--- src/utv_pkg.sv ---
// Shared types and constants for the UTF-8 text validator.
package utv_pkg;

    // Width of the saturating message byte counter.
    localparam int unsigned LENGTH_BITS = 16;
    // Width of the length limit register.
    localparam int unsigned MAXLEN_BITS = 16;
    // Common width used when comparing the count against the length limit.
    localparam int unsigned CMP_BITS =
        (LENGTH_BITS > MAXLEN_BITS) ? LENGTH_BITS : MAXLEN_BITS;

    localparam logic [MAXLEN_BITS-1:0] MAXLEN_RESET = MAXLEN_BITS'(255);
    localparam logic [LENGTH_BITS-1:0] COUNT_CEIL  = {LENGTH_BITS{1'b1}};

    // APB register map: word index taken from paddr[2].
    localparam int unsigned APB_ADDR_BITS = 3;
    localparam logic        REG_LENGTH_LIMIT = 1'b0;

    // Byte codes.
    localparam logic [7:0] B_SPACE    = 8'h20;
    localparam logic [7:0] B_DEL      = 8'h7f;
    localparam logic [7:0] B_CONT_LO  = 8'h80;
    localparam logic [7:0] B_CONT_MSK = 8'hc0;
    localparam logic [7:0] B_LEAD2_LO = 8'hc2;
    localparam logic [7:0] B_LEAD2_HI = 8'hdf;
    localparam logic [7:0] B_E0       = 8'he0;
    localparam logic [7:0] B_ED       = 8'hed;
    localparam logic [7:0] B_EF       = 8'hef;
    localparam logic [7:0] B_F0       = 8'hf0;
    localparam logic [7:0] B_F4       = 8'hf4;

    // Allowed range of the second byte of a multi-byte sequence.
    typedef enum logic [2:0] {
        RULE_ANY   = 3'd0,   // 80..BF
        RULE_A0_BF = 3'd1,   // after E0
        RULE_80_9F = 3'd2,   // after ED
        RULE_90_BF = 3'd3,   // after F0
        RULE_80_8F = 3'd4    // after F4
    } t_rule;

    typedef struct packed {
        logic [1:0]             pending;
        t_rule                  rule;
        logic                   expect_second;
        logic                   fault;
        logic [LENGTH_BITS-1:0] count;
    } t_msg_state;

    localparam t_msg_state MSG_CLEAR = '{
        pending:       2'd0,
        rule:          RULE_ANY,
        expect_second: 1'b0,
        fault:         1'b0,
        count:         '0
    };

endpackage

--- src/utv_apb_regs.sv ---
// APB configuration register holding the message length limit.
module utv_apb_regs (
    input  logic                                 i_clk,
    input  logic                                 i_rst_n,
    input  logic                                 psel,
    input  logic                                 penable,
    input  logic                                 pwrite,
    input  logic [utv_pkg::APB_ADDR_BITS-1:0]    paddr,
    input  logic [31:0]                          pwdata,
    output logic [31:0]                          prdata,
    output logic                                 pready,
    output logic [utv_pkg::MAXLEN_BITS-1:0]      o_length_limit
);
    import utv_pkg::*;

    logic [MAXLEN_BITS-1:0] r_length_limit;
    logic                   w_wr;

    assign pready = 1'b1;
    assign w_wr   = psel && penable && pwrite && pready;

    always_ff @(posedge i_clk) begin
        if (!i_rst_n) begin
            r_length_limit <= MAXLEN_RESET;
        end else if (w_wr && (paddr[2] == REG_LENGTH_LIMIT)) begin
            r_length_limit <= pwdata[MAXLEN_BITS-1:0];
        end
    end

    always_comb begin
        prdata = '0;
        if (paddr[2] == REG_LENGTH_LIMIT) begin
            prdata[MAXLEN_BITS-1:0] = r_length_limit;
        end
    end

    assign o_length_limit = r_length_limit;

endmodule

--- src/utv_byte_check.sv ---
// Per-item next-state logic: sequence tracking, byte rules, length check, verdict.
module utv_byte_check (
    input  utv_pkg::t_msg_state              i_state,
    input  logic [7:0]                       i_byte,
    input  logic                             i_last,
    input  logic                             i_none,
    input  logic [utv_pkg::MAXLEN_BITS-1:0]  i_length_limit,
    output utv_pkg::t_msg_state              o_next,
    output logic                             o_text_ok
);
    import utv_pkg::*;

    t_msg_state w_upd;
    logic       w_cont_ok;
    logic       w_too_long;

    // Continuation byte check, narrowed for the second byte of a sequence.
    always_comb begin
        w_cont_ok = ((i_byte & B_CONT_MSK) == B_CONT_LO);
        if (i_state.expect_second) begin
            case (i_state.rule)
                RULE_A0_BF: w_cont_ok = i_byte inside {[8'ha0:8'hbf]};
                RULE_80_9F: w_cont_ok = i_byte inside {[8'h80:8'h9f]};
                RULE_90_BF: w_cont_ok = i_byte inside {[8'h90:8'hbf]};
                RULE_80_8F: w_cont_ok = i_byte inside {[8'h80:8'h8f]};
                default:    ;
            endcase
        end
    end

    assign w_too_long =
        (CMP_BITS'(i_state.count) >= CMP_BITS'(i_length_limit)) ||
        (i_state.count == COUNT_CEIL);

    always_comb begin
        w_upd = i_state;
        if (!i_none) begin
            if (w_too_long) begin
                w_upd.fault = 1'b1;
            end
            if (i_state.count != COUNT_CEIL) begin
                w_upd.count = i_state.count + LENGTH_BITS'(1);
            end
            if (i_state.pending != 2'd0) begin
                if (!w_cont_ok) begin
                    w_upd.fault = 1'b1;
                end
                w_upd.pending       = i_state.pending - 2'd1;
                w_upd.expect_second = 1'b0;
                w_upd.rule          = RULE_ANY;
            end else if (i_byte < B_CONT_LO) begin
                if ((i_byte < B_SPACE) || (i_byte == B_DEL)) begin
                    w_upd.fault = 1'b1;
                end
            end else if ((i_byte >= B_LEAD2_LO) && (i_byte <= B_LEAD2_HI)) begin
                w_upd.pending       = 2'd1;
                w_upd.rule          = RULE_ANY;
                w_upd.expect_second = 1'b1;
            end else if ((i_byte >= B_E0) && (i_byte <= B_EF)) begin
                w_upd.pending       = 2'd2;
                w_upd.rule          = (i_byte == B_E0) ? RULE_A0_BF :
                                      (i_byte == B_ED) ? RULE_80_9F : RULE_ANY;
                w_upd.expect_second = 1'b1;
            end else if ((i_byte >= B_F0) && (i_byte <= B_F4)) begin
                w_upd.pending       = 2'd3;
                w_upd.rule          = (i_byte == B_F0) ? RULE_90_BF :
                                      (i_byte == B_F4) ? RULE_80_8F : RULE_ANY;
                w_upd.expect_second = 1'b1;
            end else begin
                // stray continuation, C0/C1, or F5..FF as a lead byte
                w_upd.fault = 1'b1;
            end
        end
    end

    assign o_text_ok = !w_upd.fault && (w_upd.pending == 2'd0) &&
                       (w_upd.count != '0);
    assign o_next    = i_last ? MSG_CLEAR : w_upd;

endmodule

--- src/utf8_text_validator_unit.sv ---
// Top level of the streaming UTF-8 text validator.
//
//  channel   | dir | fields (low bit first)                    | notes
//  ----------+-----+-------------------------------------------+---------------------------
//  s_axis    | in  | tdata[7:0]=data_byte, tlast=is_last,      | one item per byte
//            |     | tuser[0]=no_data                          |
//  m_axis    | out | tdata[0]=text_ok, tdata[7:1]=0            | one item per message
//  apb       | cfg | 0x0: length limit[15:0]                   | pready tied high
//
// One item per cycle sustained while the input stage does not stall. An accepted
// item sits in the input register, where it runs through the byte checker; when
// it advances, the message state updates and, for a message-ending item, the
// verdict register loads, so the verdict passes through the input register and
// the verdict register before it is offered.
// Reset clears the message state and sets the length limit to 255.
// The input stage stalls only when it holds a message-ending item and the
// verdict register is still full with m_axis_tready low.
module utf8_text_validator_unit (
    input  logic                                 i_clk,
    input  logic                                 i_rst_n,
    // byte stream in
    input  logic                                 s_axis_tvalid,
    output logic                                 s_axis_tready,
    input  logic [7:0]                           s_axis_tdata,   // [7:0] data_byte
    input  logic                                 s_axis_tlast,
    input  logic [0:0]                           s_axis_tuser,   // [0] no_data
    // verdict out
    output logic                                 m_axis_tvalid,
    input  logic                                 m_axis_tready,
    output logic [7:0]                           m_axis_tdata,   // [0] text_ok, [7:1] zero
    // configuration
    input  logic                                 psel,
    input  logic                                 penable,
    input  logic                                 pwrite,
    input  logic [utv_pkg::APB_ADDR_BITS-1:0]    paddr,
    input  logic [31:0]                          pwdata,
    output logic [31:0]                          prdata,
    output logic                                 pready
);
    import utv_pkg::*;

    // input register
    logic       r_in_valid;
    logic [7:0] r_in_byte;
    logic       r_in_last;
    logic       r_in_none;

    // message state and verdict register
    t_msg_state r_state;
    t_msg_state n_state;
    logic       r_out_valid;
    logic       r_out_ok;
    logic       n_ok;

    logic                   w_advance;
    logic                   w_in_take;
    logic [MAXLEN_BITS-1:0] w_length_limit;

    utv_apb_regs u_regs (
        .i_clk          (i_clk),
        .i_rst_n        (i_rst_n),
        .psel           (psel),
        .penable        (penable),
        .pwrite         (pwrite),
        .paddr          (paddr),
        .pwdata         (pwdata),
        .prdata         (prdata),
        .pready         (pready),
        .o_length_limit (w_length_limit)
    );

    utv_byte_check u_check (
        .i_state        (r_state),
        .i_byte         (r_in_byte),
        .i_last         (r_in_last),
        .i_none         (r_in_none),
        .i_length_limit (w_length_limit),
        .o_next         (n_state),
        .o_text_ok      (n_ok)
    );

    // Only a message-ending item needs room in the verdict register.
    assign w_advance     = r_in_valid && (!r_in_last || !r_out_valid || m_axis_tready);
    assign s_axis_tready = !r_in_valid || w_advance;
    assign w_in_take     = s_axis_tvalid && s_axis_tready;

    always_ff @(posedge i_clk) begin
        if (!i_rst_n) begin
            r_in_valid <= 1'b0;
        end else if (w_in_take) begin
            r_in_valid <= 1'b1;
        end else if (w_advance) begin
            r_in_valid <= 1'b0;
        end
    end

    always_ff @(posedge i_clk) begin
        if (w_in_take) begin
            r_in_byte <= s_axis_tdata;
            r_in_last <= s_axis_tlast;
            r_in_none <= s_axis_tuser[0];
        end
    end

    always_ff @(posedge i_clk) begin
        if (!i_rst_n) begin
            r_state <= MSG_CLEAR;
        end else if (w_advance) begin
            r_state <= n_state;
        end
    end

    always_ff @(posedge i_clk) begin
        if (!i_rst_n) begin
            r_out_valid <= 1'b0;
        end else if (w_advance && r_in_last) begin
            r_out_valid <= 1'b1;
        end else if (m_axis_tready) begin
            r_out_valid <= 1'b0;
        end
    end

    always_ff @(posedge i_clk) begin
        if (w_advance && r_in_last) begin
            r_out_ok <= n_ok;
        end
    end

    assign m_axis_tvalid = r_out_valid;
    assign m_axis_tdata  = {7'b0, r_out_ok};

endmodule
--- config.mk ---
export PLATFORM = sky130hd
export DESIGN_NAME = utf8_text_validator_unit
export DESIGN_NICKNAME = d
export VERILOG_FILES = /design/src/utv_pkg.sv /design/src/utv_apb_regs.sv /design/src/utv_byte_check.sv /design/src/utf8_text_validator_unit.sv
export SDC_FILE = /design/constraint.sdc
export NUM_CORES = 1
export LEC_CHECK = 0
export BUFFER_PORTS_ARGS = -buffer_cell sky130_fd_sc_hd__buf_2
export CORE_MARGIN = 1.5
export CORE_UTILIZATION = 57
export CTS_CLUSTER_SIZE = 14
export DETAILED_ROUTE_END_ITERATION = 8
export PLACE_DENSITY_LB_ADDON = 0.3
export SLEW_MARGIN = 20
export SYNTH_ARGS = -nofsm -noshare
export SYNTH_HDL_FRONTEND = slang
export SYNTH_SLANG_ARGS = --single-unit
--- constraint.sdc ---
create_clock -name i_clk -period 5.4 [get_ports i_clk]
set_input_delay 0.54 -clock i_clk [delete_from_list [all_inputs] [get_ports i_clk]]
set_output_delay 0.54 -clock i_clk [all_outputs]
set_load 0.01 [all_outputs]
==> run_summary.xml <==
<?xml version="1.0" encoding="UTF-8"?>
<metrics>
  <group name="status">
    <metric name="outcome" unit="">complete, no violations</metric>
  </group>
  <group name="die">
    <metric name="die_w" unit="um">80.80</metric>
    <metric name="design.portCount" unit="">95</metric>
    <metric name="chipHeight" unit="um">80.80</metric>
    <metric name="rows" unit="">28</metric>
    <metric name="floorplan.initialDensity" unit="%">58.61</metric>
    <metric name="floorplan.die_area" unit="sq um">6528</metric>
    <metric name="placeableCoreArea" unit="sq um">5886</metric>
  </group>
  <group name="placement">
    <metric name="place_hpwl" unit="um">5744</metric>
    <metric name="routabilityCongestion" unit="">0.8804</metric>
    <metric name="port_buffers" unit="">52</metric>
    <metric name="pre_cts_ws" unit="ns">2.716</metric>
    <metric name="dp.cells" unit="">533</metric>
  </group>
  <group name="cts">
    <metric name="htree_num_levels" unit="">2</metric>
    <metric name="hold_buffers" unit="">0</metric>
    <metric name="clk_latency" unit="ns">0.31</metric>
    <metric name="cts.repair_timing.setup_buffer_count" unit="">0</metric>
    <metric name="cts_max_path_buffers" unit="">2</metric>
    <metric name="cts_inserted_buffers" unit="">5</metric>
    <metric name="cts_root_buf" unit="">clkbuf_8</metric>
    <metric name="cts_resized" unit="">0</metric>
    <metric name="tritoncts" unit="">built</metric>
    <metric name="cts_sink_cnt" unit="">52</metric>
    <metric name="worst_setup_hold_path_clk_slew" unit="ns">0.10</metric>
  </group>
  <group name="grt">
    <metric name="maximum_number_of_pins_on_one_net_before_global_route_repair" unit="">43</metric>
    <metric name="grt_first_pass_wirelength" unit="um">13100</metric>
    <metric name="grt_overflow_total" unit="">0</metric>
    <metric name="grt_pass1_vias" unit="">2765</metric>
    <metric name="grtUsageTotal" unit="%">25.62</metric>
    <metric name="antenna_found_initial" unit="">0</metric>
  </group>
  <group name="sta">
    <metric name="rsz0062_at_grt" unit="">false</metric>
    <metric name="fin_worst_skew" unit="ns">0.001986</metric>
    <metric name="max_freq" unit="GHz">0.3688</metric>
    <metric name="worst_slew_margin_rel" unit="%">45.65</metric>
    <metric name="finalMaxSlewViolations" unit="">0</metric>
    <metric name="finalSetupViolCount" unit="">0</metric>
    <metric name="post-route-min-period" unit="ns">2.711</metric>
    <metric name="timing_worst_slew_pin_value" unit="ns">0.8153</metric>
    <metric name="setup-tns-final" unit="ns">0</metric>
    <metric name="min_period_over_period" unit="%">50.21</metric>
    <metric name="finalHoldViolCount" unit="">0</metric>
    <metric name="timing.final.ws_setup" unit="ns">2.689</metric>
  </group>
  <group name="route">
    <metric name="detailed_route_via_count" unit="">3196</metric>
    <metric name="wirelength" unit="um">7967</metric>
    <metric name="post-route-drc-count" unit="">0</metric>
    <metric name="iteration_0_drc_count_of_the_detailed_router" unit="">281</metric>
    <metric name="drt-vias-per-instance" unit="">5.908</metric>
    <metric name="ant_nets" unit="">0</metric>
    <metric name="routed_wire_length_per_instance" unit="um">14.73</metric>
    <metric name="first_pass_iters" unit="">6</metric>
  </group>
  <group name="setup_path">
    <metric name="crit_chain" unit="">nand4b_1, nor4_2, a31oi_1, a2111oi_1, nand4_1, o211a_1</metric>
    <metric name="buf_inv_stages_crit_path" unit="">0</metric>
    <metric name="reg2reg_slack" unit="ns">2.69</metric>
    <metric name="critical_path.max_stage_delay" unit="ns">0.64</metric>
    <metric name="critical-path-slowest-cell" unit="">edfxtp_1</metric>
    <metric name="r2r.worst_path.cells" unit="">6</metric>
    <metric name="worst_path_dominant_cell_family" unit="">simple AND/OR/NAND/NOR gates</metric>
    <metric name="timing.critical_path.from" unit="">r_in_none</metric>
    <metric name="timing.critical_path.arrival" unit="ns">2.79</metric>
    <metric name="path_class" unit="">reg -&gt; reg</metric>
    <metric name="critical_path_peak_fanout" unit="">15</metric>
    <metric name="start_kind" unit="">flop</metric>
    <metric name="regToRegEndpoint" unit="">r_out_ok</metric>
    <metric name="crit_required" unit="ns">5.48</metric>
    <metric name="critPathCaptureType" unit="">flop</metric>
    <metric name="critical_path.reg2reg.startpoint" unit="">r_in_none</metric>
  </group>
  <group name="synthesis">
    <metric name="synth_top_area_share" unit="%">23.79</metric>
    <metric name="synthArstFlopShare" unit="%">0</metric>
    <metric name="syn_area_per_cell" unit="sq um">8.041</metric>
    <metric name="netlist.top_cell.by_area" unit="">dfxtp_1</metric>
    <metric name="synthesis.instances" unit="">429</metric>
    <metric name="netlist_top_cells_area" unit="">dfxtp_1 24%, edfxtp_1 9.6%, ha_1 6.2%</metric>
    <metric name="synth.lib_cells_used.distinct" unit="">63</metric>
    <metric name="ys_warn_count" unit="">0</metric>
    <metric name="flip_flop_and_latch_count_after_synthesis" unit="">52</metric>
    <metric name="synth_top_flop_cell" unit="">dfxtp_1</metric>
    <metric name="seq_area_frac_synth" unit="%">33.37</metric>
    <metric name="synth-edff-count" unit="">11</metric>
    <metric name="syn_area" unit="sq um">3450</metric>
  </group>
  <group name="cells_and_area">
    <metric name="n_antenna_cell" unit="">0</metric>
    <metric name="seqCellArea" unit="sq um">1151</metric>
    <metric name="finalNonFillerCells" unit="">541</metric>
    <metric name="share_of_final_layout_standard_cells_stronger_than_drive_strength_1" unit="%">14.59</metric>
    <metric name="fill_cells" unit="">519</metric>
    <metric name="multiInputGateArea" unit="sq um">2028</metric>
    <metric name="area.growth.synth_to_final" unit="%">8.596</metric>
    <metric name="count_of_nets_after_finishing" unit="">534</metric>
    <metric name="finalCoreUtilization" unit="%">63.65</metric>
  </group>
  <group name="hold_path">
    <metric name="holdPathEnd" unit="">r_in_byte[4]</metric>
    <metric name="min_from" unit="">s_axis_tdata[4]</metric>
    <metric name="min_path_cells" unit="">1</metric>
    <metric name="min_path_type" unit="">in -&gt; reg</metric>
  </group>
  <group name="power">
    <metric name="vdd.ir_drop.worst" unit="mV">0.1428</metric>
    <metric name="p_per_area" unit="nW/um^2">210.6</metric>
    <metric name="static-leakage-power" unit="nW">1.519</metric>
  </group>
  <group name="flow_run">
    <metric name="cap_violations" unit="">0</metric>
  </group>
</metrics>
registers in the layout, summed over array words and instances, names as in the netlist:
register / count
r_in_valid: 1
r_out_ok: 1
r_in_byte: 8
r_state: 23
r_in_none: 1
m_axis_tvalid: 1
u_regs.o_length_limit: 16
r_in_last: 1
metal layers:
metal	track usage [%]	vias up	share of wire, %	wire length (um)
met2	41.18	149	46	3691
li1	-	1553	-	-
met5	0	-	0	0
met1	35.75	1482	45	3607
met4	6.207	0	0.95	76
met3	4.607	12	7.4	591
report_power, final:
part / total (mW) / leakage, nW / internal, mW / switching, mW
combinational: 0.0808 / 1.02 / 0.0311 / 0.0496
sequential: 0.419 / 0.439 / 0.406 / 0.0126
clock: 0.289 / 0.0607 / 0.143 / 0.146
total: 0.789 / 1.52 / 0.581 / 0.208
metrics by stage:
stage / power [mW] / area, sq um / hold WS [ns]
finish: 0.7891 / 3746 / 0.3934
global route: 0.8174 / 3746 / 0.3810
CTS: 0.7926 / 3740 / 0.3892
detailed placement: 0.5069 / 3621 / 0.4598
global placement: 0.5043 / 3621 / 0.4526
floorplan: 0.4907 / 3532 / 0.4435
final cells by class:
class / instances / area share [%]
clock inverter: 3 / 1.336
clock buffer: 5 / 1.837
inverter: 25 / 2.505
tap: 75 / 2.505
multi-input combinational: 329 / 54.14
timing repair buffer: 52 / 6.947
sequential: 52 / 30.73
cell usage in the layout (no fill, tap or decap), types with 6 or more instances in the layout:
cell / count
a21boi_0: 11
a21boi_1: 6
a21oi_1: 22
buf_2: 52
conb_1: 24
dfxtp_1: 41
edfxtp_1: 11
ha_1: 17
inv_1: 24
nand2_1: 51
nand3_1: 14
nand4_1: 7
nor2_1: 39
nor2b_1: 16
nor3_1: 7
o211ai_1: 11
o21ai_0: 11
o21ai_1: 11
cells by family (layout without fill, tap and decap cells):
logic type	count (synthesis)	count (layout)	share of synthesized area (%)
fa+ha+maj	17	17	6.166
xor+xnor	4	4	1.015
flops	52	52	33.37
mux	3	3	0.8705
other cells	2	24	0.2177
compound gates	106	106	20.49
buf+inv	70	85	10.41
simple gates	175	175	27.46
synth_stat cells, drive strengths merged (4+ instances only):
cell type,number
nand2,51
dfxtp,41
nor2,40
buf,28
inv,24
a21oi,22
o21ai,22
a21boi,17
clkbuf,17
ha,17
nor2b,16
nand3,15
edfxtp,11
o211ai,11
nand4,8
nor4,8
nor3,7
nand2b,5
a21o,4
nand4b,4
or3,4
xnor2,4
worst max path at each step:
stage,endpoint,slack (ns),depth (start not counted)
6_report,r_out_ok,2.69,6
5_1_grt,r_out_ok,2.53,6
4_1_cts,r_out_ok,2.71,6
2_1_floorplan,r_out_ok,3.07,8
3_3_place_gp,r_out_ok,2.72,6
3_5_place_dp,r_out_ok,2.72,6
worst register-to-register path, stage by stage (launching register included):
cell,delay (ns)
edfxtp_1,0.64
nand4b_1,0.40
nor4_2,0.51
a31oi_1,0.14
a2111oi_1,0.40
nand4_1,0.16
o211a_1,0.23
Power figures use the tool's default switching activity.
